<file path="src/rtl/core/bounded_list_stack_search_core_assert.svh">
// Assertion macros shared by the list core.
`ifndef BOUNDED_LIST_STACK_SEARCH_CORE_ASSERT_SVH
`define BOUNDED_LIST_STACK_SEARCH_CORE_ASSERT_SVH

// Clocked check that is switched off while reset is held.
`define BLSS_ASSERT(lbl, clk, rst_n, prop, msg) \
    lbl: assert property (@(posedge clk) disable iff (!rst_n) (prop)) else $error(msg);

// Clocked check that also holds while reset is held.
`define BLSS_ASSERT_ALWAYS(lbl, clk, prop, msg) \
    lbl: assert property (@(posedge clk) (prop)) else $error(msg);

`endif

</file>
<file path="src/rtl/core/blss_pkg.sv">
// Shared types and constants for the bounded list core.
`default_nettype none
package blss_pkg;

    localparam int DEPTH_DEF      = 16;
    localparam int DATA_WIDTH_DEF = 32;

    localparam int ACT_W    = 3;
    localparam int VALUE_W  = 32;
    localparam int INDEX_W  = 5;
    localparam int COUNT_W  = 5;
    localparam int STATUS_W = 2;

    localparam int S_TDATA_W = 32;
    localparam int M_TDATA_W = 48;

    typedef enum logic [ACT_W-1:0] {
        ACT_PUSH   = 3'd0,
        ACT_POP    = 3'd1,
        ACT_FIND   = 3'd2,
        ACT_REMOVE = 3'd3,
        ACT_CLEAR  = 3'd4
    } t_action;

    typedef enum logic [STATUS_W-1:0] {
        ST_OK      = 2'd0,
        ST_EMPTY   = 2'd1,
        ST_FULL    = 2'd2,
        ST_MISSING = 2'd3
    } t_status;

    // Per-cell control: compare against the incoming key, or shift.
    typedef struct packed {
        logic cmp_en;
        logic take_prev;
        logic take_next;
    } t_cell_ctl;

endpackage
`default_nettype wire

</file>
<file path="src/rtl/core/blss_cell.sv">
// One list cell: holds an entry, its registered match flag and the hit chain.
`default_nettype none
module blss_cell #(
    parameter int DATA_WIDTH = blss_pkg::DATA_WIDTH_DEF
) (
    input  wire logic                  i_clk,
    input  wire blss_pkg::t_cell_ctl   i_ctl,
    input  wire logic [DATA_WIDTH-1:0] i_cmp_key,
    input  wire logic [DATA_WIDTH-1:0] i_prev_data,
    input  wire logic [DATA_WIDTH-1:0] i_next_data,
    input  wire logic                  i_live,
    input  wire logic                  i_seen,
    output logic [DATA_WIDTH-1:0]      o_data,
    output logic                       o_seen,
    output logic                       o_first
);
    import blss_pkg::*;

    logic [DATA_WIDTH-1:0] r_data;
    logic                  r_match;
    logic                  w_hit;

    always_ff @(posedge i_clk) begin
        if (i_ctl.take_prev) begin
            r_data <= i_prev_data;
        end else if (i_ctl.take_next) begin
            r_data <= i_next_data;
        end
        if (i_ctl.cmp_en) begin
            r_match <= (r_data == i_cmp_key);
        end
    end

    // Only cells below the fill count can hit; the seen flag marks the
    // first hit and every cell after it.
    assign w_hit   = r_match & i_live;
    assign o_seen  = i_seen | w_hit;
    assign o_first = w_hit & ~i_seen;
    assign o_data  = r_data;

endmodule
`default_nettype wire

</file>
<file path="src/rtl/core/bounded_list_stack_search_core.sv">
// Bounded list core: push/pop at the head, find, remove and clear.
// A result is registered when the apply state proceeds, which it does only once
// the previous result has been taken; a new transaction is accepted only in idle. The cells
// register their key compare in the accept cycle and shift when the apply step proceeds.
// Reset (synchronous, active low) empties the list and drops any pending result;
// entry contents are not cleared and are never read past the fill count.
`default_nettype none
`include "bounded_list_stack_search_core_assert.svh"
module bounded_list_stack_search_core #(
    parameter int DEPTH      = blss_pkg::DEPTH_DEF,
    parameter int DATA_WIDTH = blss_pkg::DATA_WIDTH_DEF
) (
    input  wire logic                           i_clk,
    input  wire logic                           i_rst_n,
    input  wire logic                           i_s_tvalid,
    output logic                                o_s_tready,
    // item_value[31:0]
    input  wire logic [blss_pkg::S_TDATA_W-1:0] i_s_tdata,
    // action[2:0]
    input  wire logic [blss_pkg::ACT_W-1:0]     i_s_tuser,
    output logic                                o_m_tvalid,
    input  wire logic                           i_m_tready,
    // out_value[31:0], out_index[36:32], out_count[41:37], zero[47:42]
    output logic [blss_pkg::M_TDATA_W-1:0]      o_m_tdata,
    // out_status[1:0]
    output logic [blss_pkg::STATUS_W-1:0]       o_m_tuser
);
    import blss_pkg::*;

    localparam int CNT_W = $clog2(DEPTH + 1);
    localparam int IDX_W = $clog2(DEPTH);
    localparam int PAD_W = M_TDATA_W - VALUE_W - INDEX_W - COUNT_W;

    typedef enum logic {
        S_IDLE,
        S_APPLY
    } t_state;

    t_state                r_state;
    t_action               r_act;
    logic [DATA_WIDTH-1:0] r_key;
    logic [CNT_W-1:0]      r_count;

    logic                  r_out_valid;
    logic [VALUE_W-1:0]    r_out_value;
    logic [INDEX_W-1:0]    r_out_index;
    logic [COUNT_W-1:0]    r_out_count;
    t_status               r_out_status;

    logic [CNT_W-1:0]      n_count;
    logic [VALUE_W-1:0]    n_value;
    logic [INDEX_W-1:0]    n_index;
    t_status               n_status;

    logic                  w_accept;
    logic                  w_go;
    logic                  w_empty;
    logic                  w_full;
    logic                  w_any_hit;
    logic                  w_push_ok;
    logic                  w_pop_ok;
    logic                  w_remove_ok;
    logic [IDX_W-1:0]      w_first_idx;
    logic [DATA_WIDTH-1:0] w_cmp_key;

    t_cell_ctl             w_ctl   [DEPTH];
    logic [DATA_WIDTH-1:0] w_data  [DEPTH];
    logic [DATA_WIDTH-1:0] w_prev  [DEPTH];
    logic [DATA_WIDTH-1:0] w_next  [DEPTH];
    logic [DEPTH-1:0]      w_live;
    logic [DEPTH-1:0]      w_seen;
    logic [DEPTH-1:0]      w_seen_in;
    logic [DEPTH-1:0]      w_first;

    assign o_s_tready = (r_state == S_IDLE);
    assign w_accept   = i_s_tvalid & o_s_tready;
    assign w_go       = (r_state == S_APPLY) & (~r_out_valid | i_m_tready);
    assign w_cmp_key  = DATA_WIDTH'(i_s_tdata);

    assign w_empty     = (r_count == '0);
    assign w_full      = (r_count == CNT_W'(DEPTH));
    assign w_any_hit   = w_seen[DEPTH-1];
    assign w_push_ok   = (r_act == ACT_PUSH) & ~w_full;
    assign w_pop_ok    = (r_act == ACT_POP) & ~w_empty;
    assign w_remove_ok = (r_act == ACT_REMOVE) & w_any_hit;

    genvar g;
    generate
        for (g = 0; g < DEPTH; g++) begin : g_cell
            assign w_live[g]    = (CNT_W'(g) < r_count);
            assign w_prev[g]    = (g == 0) ? r_key : w_data[(g == 0) ? 0 : g - 1];
            assign w_next[g]    = (g == DEPTH - 1) ? w_data[g]
                                                   : w_data[(g == DEPTH - 1) ? g : g + 1];
            assign w_seen_in[g] = (g == 0) ? 1'b0 : w_seen[(g == 0) ? 0 : g - 1];

            // A remove shifts the matching cell and every cell after it.
            assign w_ctl[g].cmp_en    = w_accept;
            assign w_ctl[g].take_prev = w_go & w_push_ok;
            assign w_ctl[g].take_next = w_go & (w_pop_ok | (w_remove_ok & w_seen[g]));

            blss_cell #(
                .DATA_WIDTH (DATA_WIDTH)
            ) u_cell (
                .i_clk       (i_clk),
                .i_ctl       (w_ctl[g]),
                .i_cmp_key   (w_cmp_key),
                .i_prev_data (w_prev[g]),
                .i_next_data (w_next[g]),
                .i_live      (w_live[g]),
                .i_seen      (w_seen_in[g]),
                .o_data      (w_data[g]),
                .o_seen      (w_seen[g]),
                .o_first     (w_first[g])
            );
        end
    endgenerate

    // At most one cell flags the first hit, so an OR of positions encodes it.
    always_comb begin
        w_first_idx = '0;
        for (int i = 0; i < DEPTH; i++) begin
            if (w_first[i]) begin
                w_first_idx = w_first_idx | IDX_W'(i);
            end
        end
    end

    always_comb begin
        n_count  = r_count;
        n_value  = '0;
        n_index  = '1;
        n_status = ST_OK;
        case (r_act)
            ACT_PUSH: begin
                if (w_full) begin
                    n_status = ST_FULL;
                end else begin
                    n_count = r_count + CNT_W'(1);
                end
            end
            ACT_POP: begin
                if (w_empty) begin
                    n_status = ST_EMPTY;
                end else begin
                    n_value = VALUE_W'(w_data[0]);
                    n_count = r_count - CNT_W'(1);
                end
            end
            ACT_FIND: begin
                if (w_empty) begin
                    n_status = ST_EMPTY;
                end else if (!w_any_hit) begin
                    n_status = ST_MISSING;
                end else begin
                    n_index = INDEX_W'(w_first_idx);
                end
            end
            ACT_REMOVE: begin
                if (w_empty) begin
                    n_status = ST_EMPTY;
                end else if (!w_any_hit) begin
                    n_status = ST_MISSING;
                end else begin
                    n_count = r_count - CNT_W'(1);
                end
            end
            ACT_CLEAR: begin
                n_count = '0;
            end
            default: begin
                n_count = r_count;
            end
        endcase
    end

    always_ff @(posedge i_clk) begin
        if (w_accept) begin
            r_act <= t_action'(i_s_tuser);
            r_key <= w_cmp_key;
        end
    end

    always_ff @(posedge i_clk) begin
        if (!i_rst_n) begin
            r_state     <= S_IDLE;
            r_count     <= '0;
            r_out_valid <= 1'b0;
        end else begin
            case (r_state)
                S_IDLE: begin
                    if (w_accept) begin
                        r_state <= S_APPLY;
                    end
                end
                S_APPLY: begin
                    if (w_go) begin
                        r_state <= S_IDLE;
                    end
                end
                default: begin
                    r_state <= S_IDLE;
                end
            endcase
            if (w_go) begin
                r_count      <= n_count;
                r_out_valid  <= 1'b1;
                r_out_value  <= n_value;
                r_out_index  <= n_index;
                r_out_count  <= COUNT_W'(n_count);
                r_out_status <= n_status;
            end else if (i_m_tready) begin
                r_out_valid <= 1'b0;
            end
        end
    end

    assign o_m_tvalid = r_out_valid;
    assign o_m_tdata  = {{PAD_W{1'b0}}, r_out_count, r_out_index, r_out_value};
    assign o_m_tuser  = r_out_status;

    `BLSS_ASSERT(a_count_bound, i_clk, i_rst_n, r_count <= CNT_W'(DEPTH), "count past depth")
    `BLSS_ASSERT(a_first_onehot, i_clk, i_rst_n, $onehot0(w_first), "several first hits")
    `BLSS_ASSERT(a_accept_then_apply, i_clk, i_rst_n,
                 w_accept |=> (r_state == S_APPLY && !o_s_tready),
                 "no apply after accept")
    `BLSS_ASSERT(a_full_count, i_clk, i_rst_n,
                 (w_go && r_act == ACT_PUSH && w_full) |=>
                     (r_out_status == ST_FULL && r_count == CNT_W'(DEPTH)),
                 "full push changed count")

endmodule
`default_nettype wire

</file>
<file path="config.mk">
export PLATFORM = sky130hd
export DESIGN_NAME = bounded_list_stack_search_core
export DESIGN_NICKNAME = d
export VERILOG_FILES = /design/src/rtl/core/blss_pkg.sv /design/src/rtl/core/blss_cell.sv /design/src/rtl/core/bounded_list_stack_search_core.sv
export VERILOG_INCLUDE_DIRS = /design/src /design/src/rtl/core
export SDC_FILE = /design/constraint.sdc
export NUM_CORES = 1
export LEC_CHECK = 0
export ABC_AREA = 1
export BUFFER_PORTS_ARGS = -buffer_cell sky130_fd_sc_hd__clkbuf_2
export CORE_MARGIN = 10
export CORE_UTILIZATION = 45
export CTS_CLUSTER_SIZE = 8
export DETAILED_ROUTE_END_ITERATION = 16
export SKIP_LAST_GASP = 1
export SYNTH_ARGS = -nofsm -noshare
export SYNTH_HDL_FRONTEND = slang
export SYNTH_SLANG_ARGS = --single-unit
</file>
<file path="constraint.sdc">
create_clock -name i_clk -period 5.29 [get_ports i_clk]
set_input_delay 0.529 -clock i_clk [delete_from_list [all_inputs] [get_ports i_clk]]
set_output_delay 0.529 -clock i_clk [all_outputs]
set_load 0.02 [all_outputs]
</file>
==> results.py <==
metrics = {
    "run_status": {
        "status": "finished, final reports clean",
    },
    "timing": {
        "fmax_mhz": 271,
        "hold_violations": 0,
        "relSlewSlack_pct": 11.8,
        "drv_slew": 0,
        "worst_clock_skew_ns": 0.0170,
        "fin_crit_ns": 3.69,
        "fin_setup_tns_ns": 0,
        "worst_pin_slew_ns": 1.32,
        "layout_setup_ws_ns": 1.60,
        "rsz0062_at_grt": "false",
        "finalSetupViolations": 0,
        "period_share_pct": 69.7,
    },
    "global_route": {
        "grt_max_degree": 139,
        "antenna_found_initial": 0,
        "grt_pass1_vias": 22200,
        "grtUsageTotal_pct": 23.0,
        "grt_first_pass_wirelength_um": 143000,
        "grt-ovfl-total": 0,
    },
    "die": {
        "die_area_um2": 81100,
        "die_width_um": 285,
        "core_um2": 69100,
        "die_h_um": 285,
        "fp-row-count": 96,
        "ios": 91,
        "start_util_pct": 45.7,
    },
    "drt": {
        "top_layer_used": "met4",
        "route.detailed.drc": 0,
        "wl_per_cell_um": 25.9,
        "met2_length_um": 44900,
        "drtAntennaViolNets": 0,
        "drt-total-wl_um": 95900,
        "met3_length_um": 8540,
        "drtIter0Drc": 2491,
        "first_pass_iters": 7,
        "vias": 21800,
        "wl_met1_um": 39900,
        "vias_per_cell": 5.89,
    },
    "synth": {
        "yosysSeqAreaShare_pct": 58.2,
        "synth_cell_types": 51,
        "synth_edf_count": 607,
        "async_flop_share_pct": 0,
        "synth_area_leaders": "edfxtp_1 58%, xor2_1 8.6%, mux2_2 8.5%",
        "syn_inst": 2700,
        "syn_area_um2": 31500,
        "synth_top_area_share_pct": 57.8,
        "syn_area_per_cell_um2": 11.7,
        "ys.flop_type": "edfxtp_1",
        "synth-seq-cells": 614,
        "ys.warnings.count": 0,
        "yosysTopAreaCell": "edfxtp_1",
    },
    "placed_design": {
        "gp_congestion": 0.951,
        "io_buffers": 84,
        "pre_cts_slack_ns": 1.56,
        "dp_cells": 3600,
        "hpwl_um": 69800,
    },
    "setup_path": {
        "reg2reg_to": "g_cell[0].u_cell.o_data[30]",
        "critPathMaxStageDelay_ns": 0.97,
        "worst-r2r-setup-slack_ns": 1.60,
        "start_kind": "register",
        "path_cells": "inv_1, ha_1, nand3_1, nand3_2, nand2_2, nor2_4, nand3_4, nor2_4, nand4_4, nor2_8, nand3_4, nand2_1, inv_2, nand3_1, a21oi_4",
        "crit_path_end_kind": "register",
        "path_max_fanout": 32,
        "critPathArrivalTime_ns": 3.93,
        "reg2reg_from": "r_count[1]",
        "reg2reg_depth": 15,
        "cp.required_ns": 5.53,
        "worstSetupPathType": "reg -> reg",
        "critPathSlowestCell": "a21oi_4",
    },
    "clock_network": {
        "tritoncts": "done",
        "cts_resized": 0,
        "post_cts_buffers": 0,
        "cts_hold_buffers": 0,
        "cts.sinks": 614,
        "clockBufferDepth": 3,
        "clock_latency_ns": 0.64,
        "root_buffer": "clkbuf_16",
        "cts.clk_slew.worst_paths_ns": 0.05,
        "cts-buffers-inserted": 87,
        "cts.htree.levels": 3,
    },
    "power_and_ir_drop": {
        "power.total_mw": 11.2,
        "ir_drop_mv": 0.214,
        "powerDensity_nw_per_um2": 318,
        "power.leakage_nw": 11.6,
    },
    "job": {
        "max_cap_viol_count": 0,
    },
    "final_layout": {
        "areaGrowthSynthToFinish_pct": 12.2,
        "fin_cells": 3706,
        "nFillCells": 6094,
        "finish.utilization_pct": 51.2,
        "antenna_cells": 0,
        "layout_commonest_cell": "edfxtp_1",
        "drive_gt1_share_pct": 18.4,
        "final_cell_mix": "607 x edfxtp_1, 368 x nand2_1, 309 x xor2_1",
        "final_nets": 2801,
    },
    "min_path": {
        "hold_end": "r_act[2]",
        "min_path_type": "in -> reg",
        "holdPathStages": 1,
        "hp-start": "i_s_tuser[2]",
    },
}
-- kinds of logic after synthesis --
| group | after synthesis | share of synthesized area, % |
|---|---|---|
| fa+ha+maj | 4 | 0.159 |
| compound gates | 438 | 8.84 |
| mux | 238 | 8.50 |
| simple gates | 651 | 9.51 |
| other cells | 1 | 0.0119 |
| buf+inv | 410 | 5.17 |
| flops | 614 | 58.2 |
| xor+xnor | 344 | 9.55 |
-- layout make-up --
type / count / area (um^2) / area share, %
clock buffer: 97 / 2210 / 6.26
clock inverter: 9 / 158 / 0.445
inverter: 246 / 923 / 2.61
multi-input combinational: 1681 / 11700 / 33.2
sequential: 614 / 18400 / 51.9
tap: 931 / 1160 / 3.29
timing repair buffer: 128 / 813 / 2.30
-- worst max-delay path: cells and delay by family (launching register included) --
family	cells	cell delay, ns
compound gates	1	0.97
fa+ha+maj	1	0.23
buf+inv	2	0.41
flops	1	0.57
simple gates	11	1.05
-- sequential cells by signal (all words and copies together) (netlist names), 3 cells and up --
| name | flops |
|---|---|
| r_out_value | 32 |
| r_act | 3 |
| r_out_index | 5 |
| r_count | 5 |
| g_cell.u_cell.r_match | 16 |
| g_cell.u_cell.o_data | 512 |
| r_out_count | 5 |
| r_key | 32 |
-- power by group --
part	switching (mW)	internal [mW]	total [mW]
sequential	0.0518	5.41	5.46
clock	2.12	2.95	5.07
combinational	0.503	0.202	0.705
-- synthesized netlist by cell type (2+ instances only) --
library cell    n
edfxtp_1      607
nand2_1       369
xor2_1        309
mux2_2        238
inv_1         236
o21ai_0       167
clkbuf_1      101
o21a_1         87
o22ai_1        82
nor2_1         80
nor4_1         78
a221oi_1       54
buf_2          44
nand4_1        39
nand3_1        37
xnor2_1        35
a21oi_1        25
nor3_1         20
buf_1          10
buf_4           8
dfxtp_1         7
inv_2           6
o2111ai_1       5
a31oi_1         4
clkinv_1        4
ha_1            4
nand2_2         4
nand3_2         4
nor2_4          4
a2111oi_0       3
a221o_1         3
nand3_4         2
nor2_8          2
nor3b_1         2
o211ai_1        2
or3b_2          2
or4_1           2
-- how the worst max path moves through the flow --
stage / cells after the start / end / startpoint / slack [ns]
final: 15 / g_cell[0].u_cell.o_data[30] / r_count[1] / 1.60
after global routing: 15 / g_cell[0].u_cell.o_data[30] / r_count[1] / 1.32
after CTS: 15 / g_cell[0].u_cell.o_data[30] / r_count[1] / 1.55
after detailed placement: 15 / g_cell[0].u_cell.o_data[18] / r_count[1] / 1.56
after global placement: 12 / g_cell[0].u_cell.o_data[28] / r_count[2] / 1.56
after floorplan: 17 / g_cell[12].u_cell.o_data[0] / r_count[1] / 1.50
-- metrics by stage --
step	hold WS [ns]	cell area, um^2
4_1_cts	0.0488	35400
6_report	0.0722	35400
5_1_grt	0.0622	35400
2_1_floorplan	0.426	31600
3_3_place_gp	0.432	33000
3_5_place_dp	0.442	33000
-- routing by layer --
layer | global-route usage (%) | vias up
met3 | 5.77 | 134
met5 | 0 | -
met4 | 7.18 | 0
met1 | 30.1 | 11100
li1 | - | 9713
met2 | 37.0 | 919
Power figures use the tool's default switching activity.
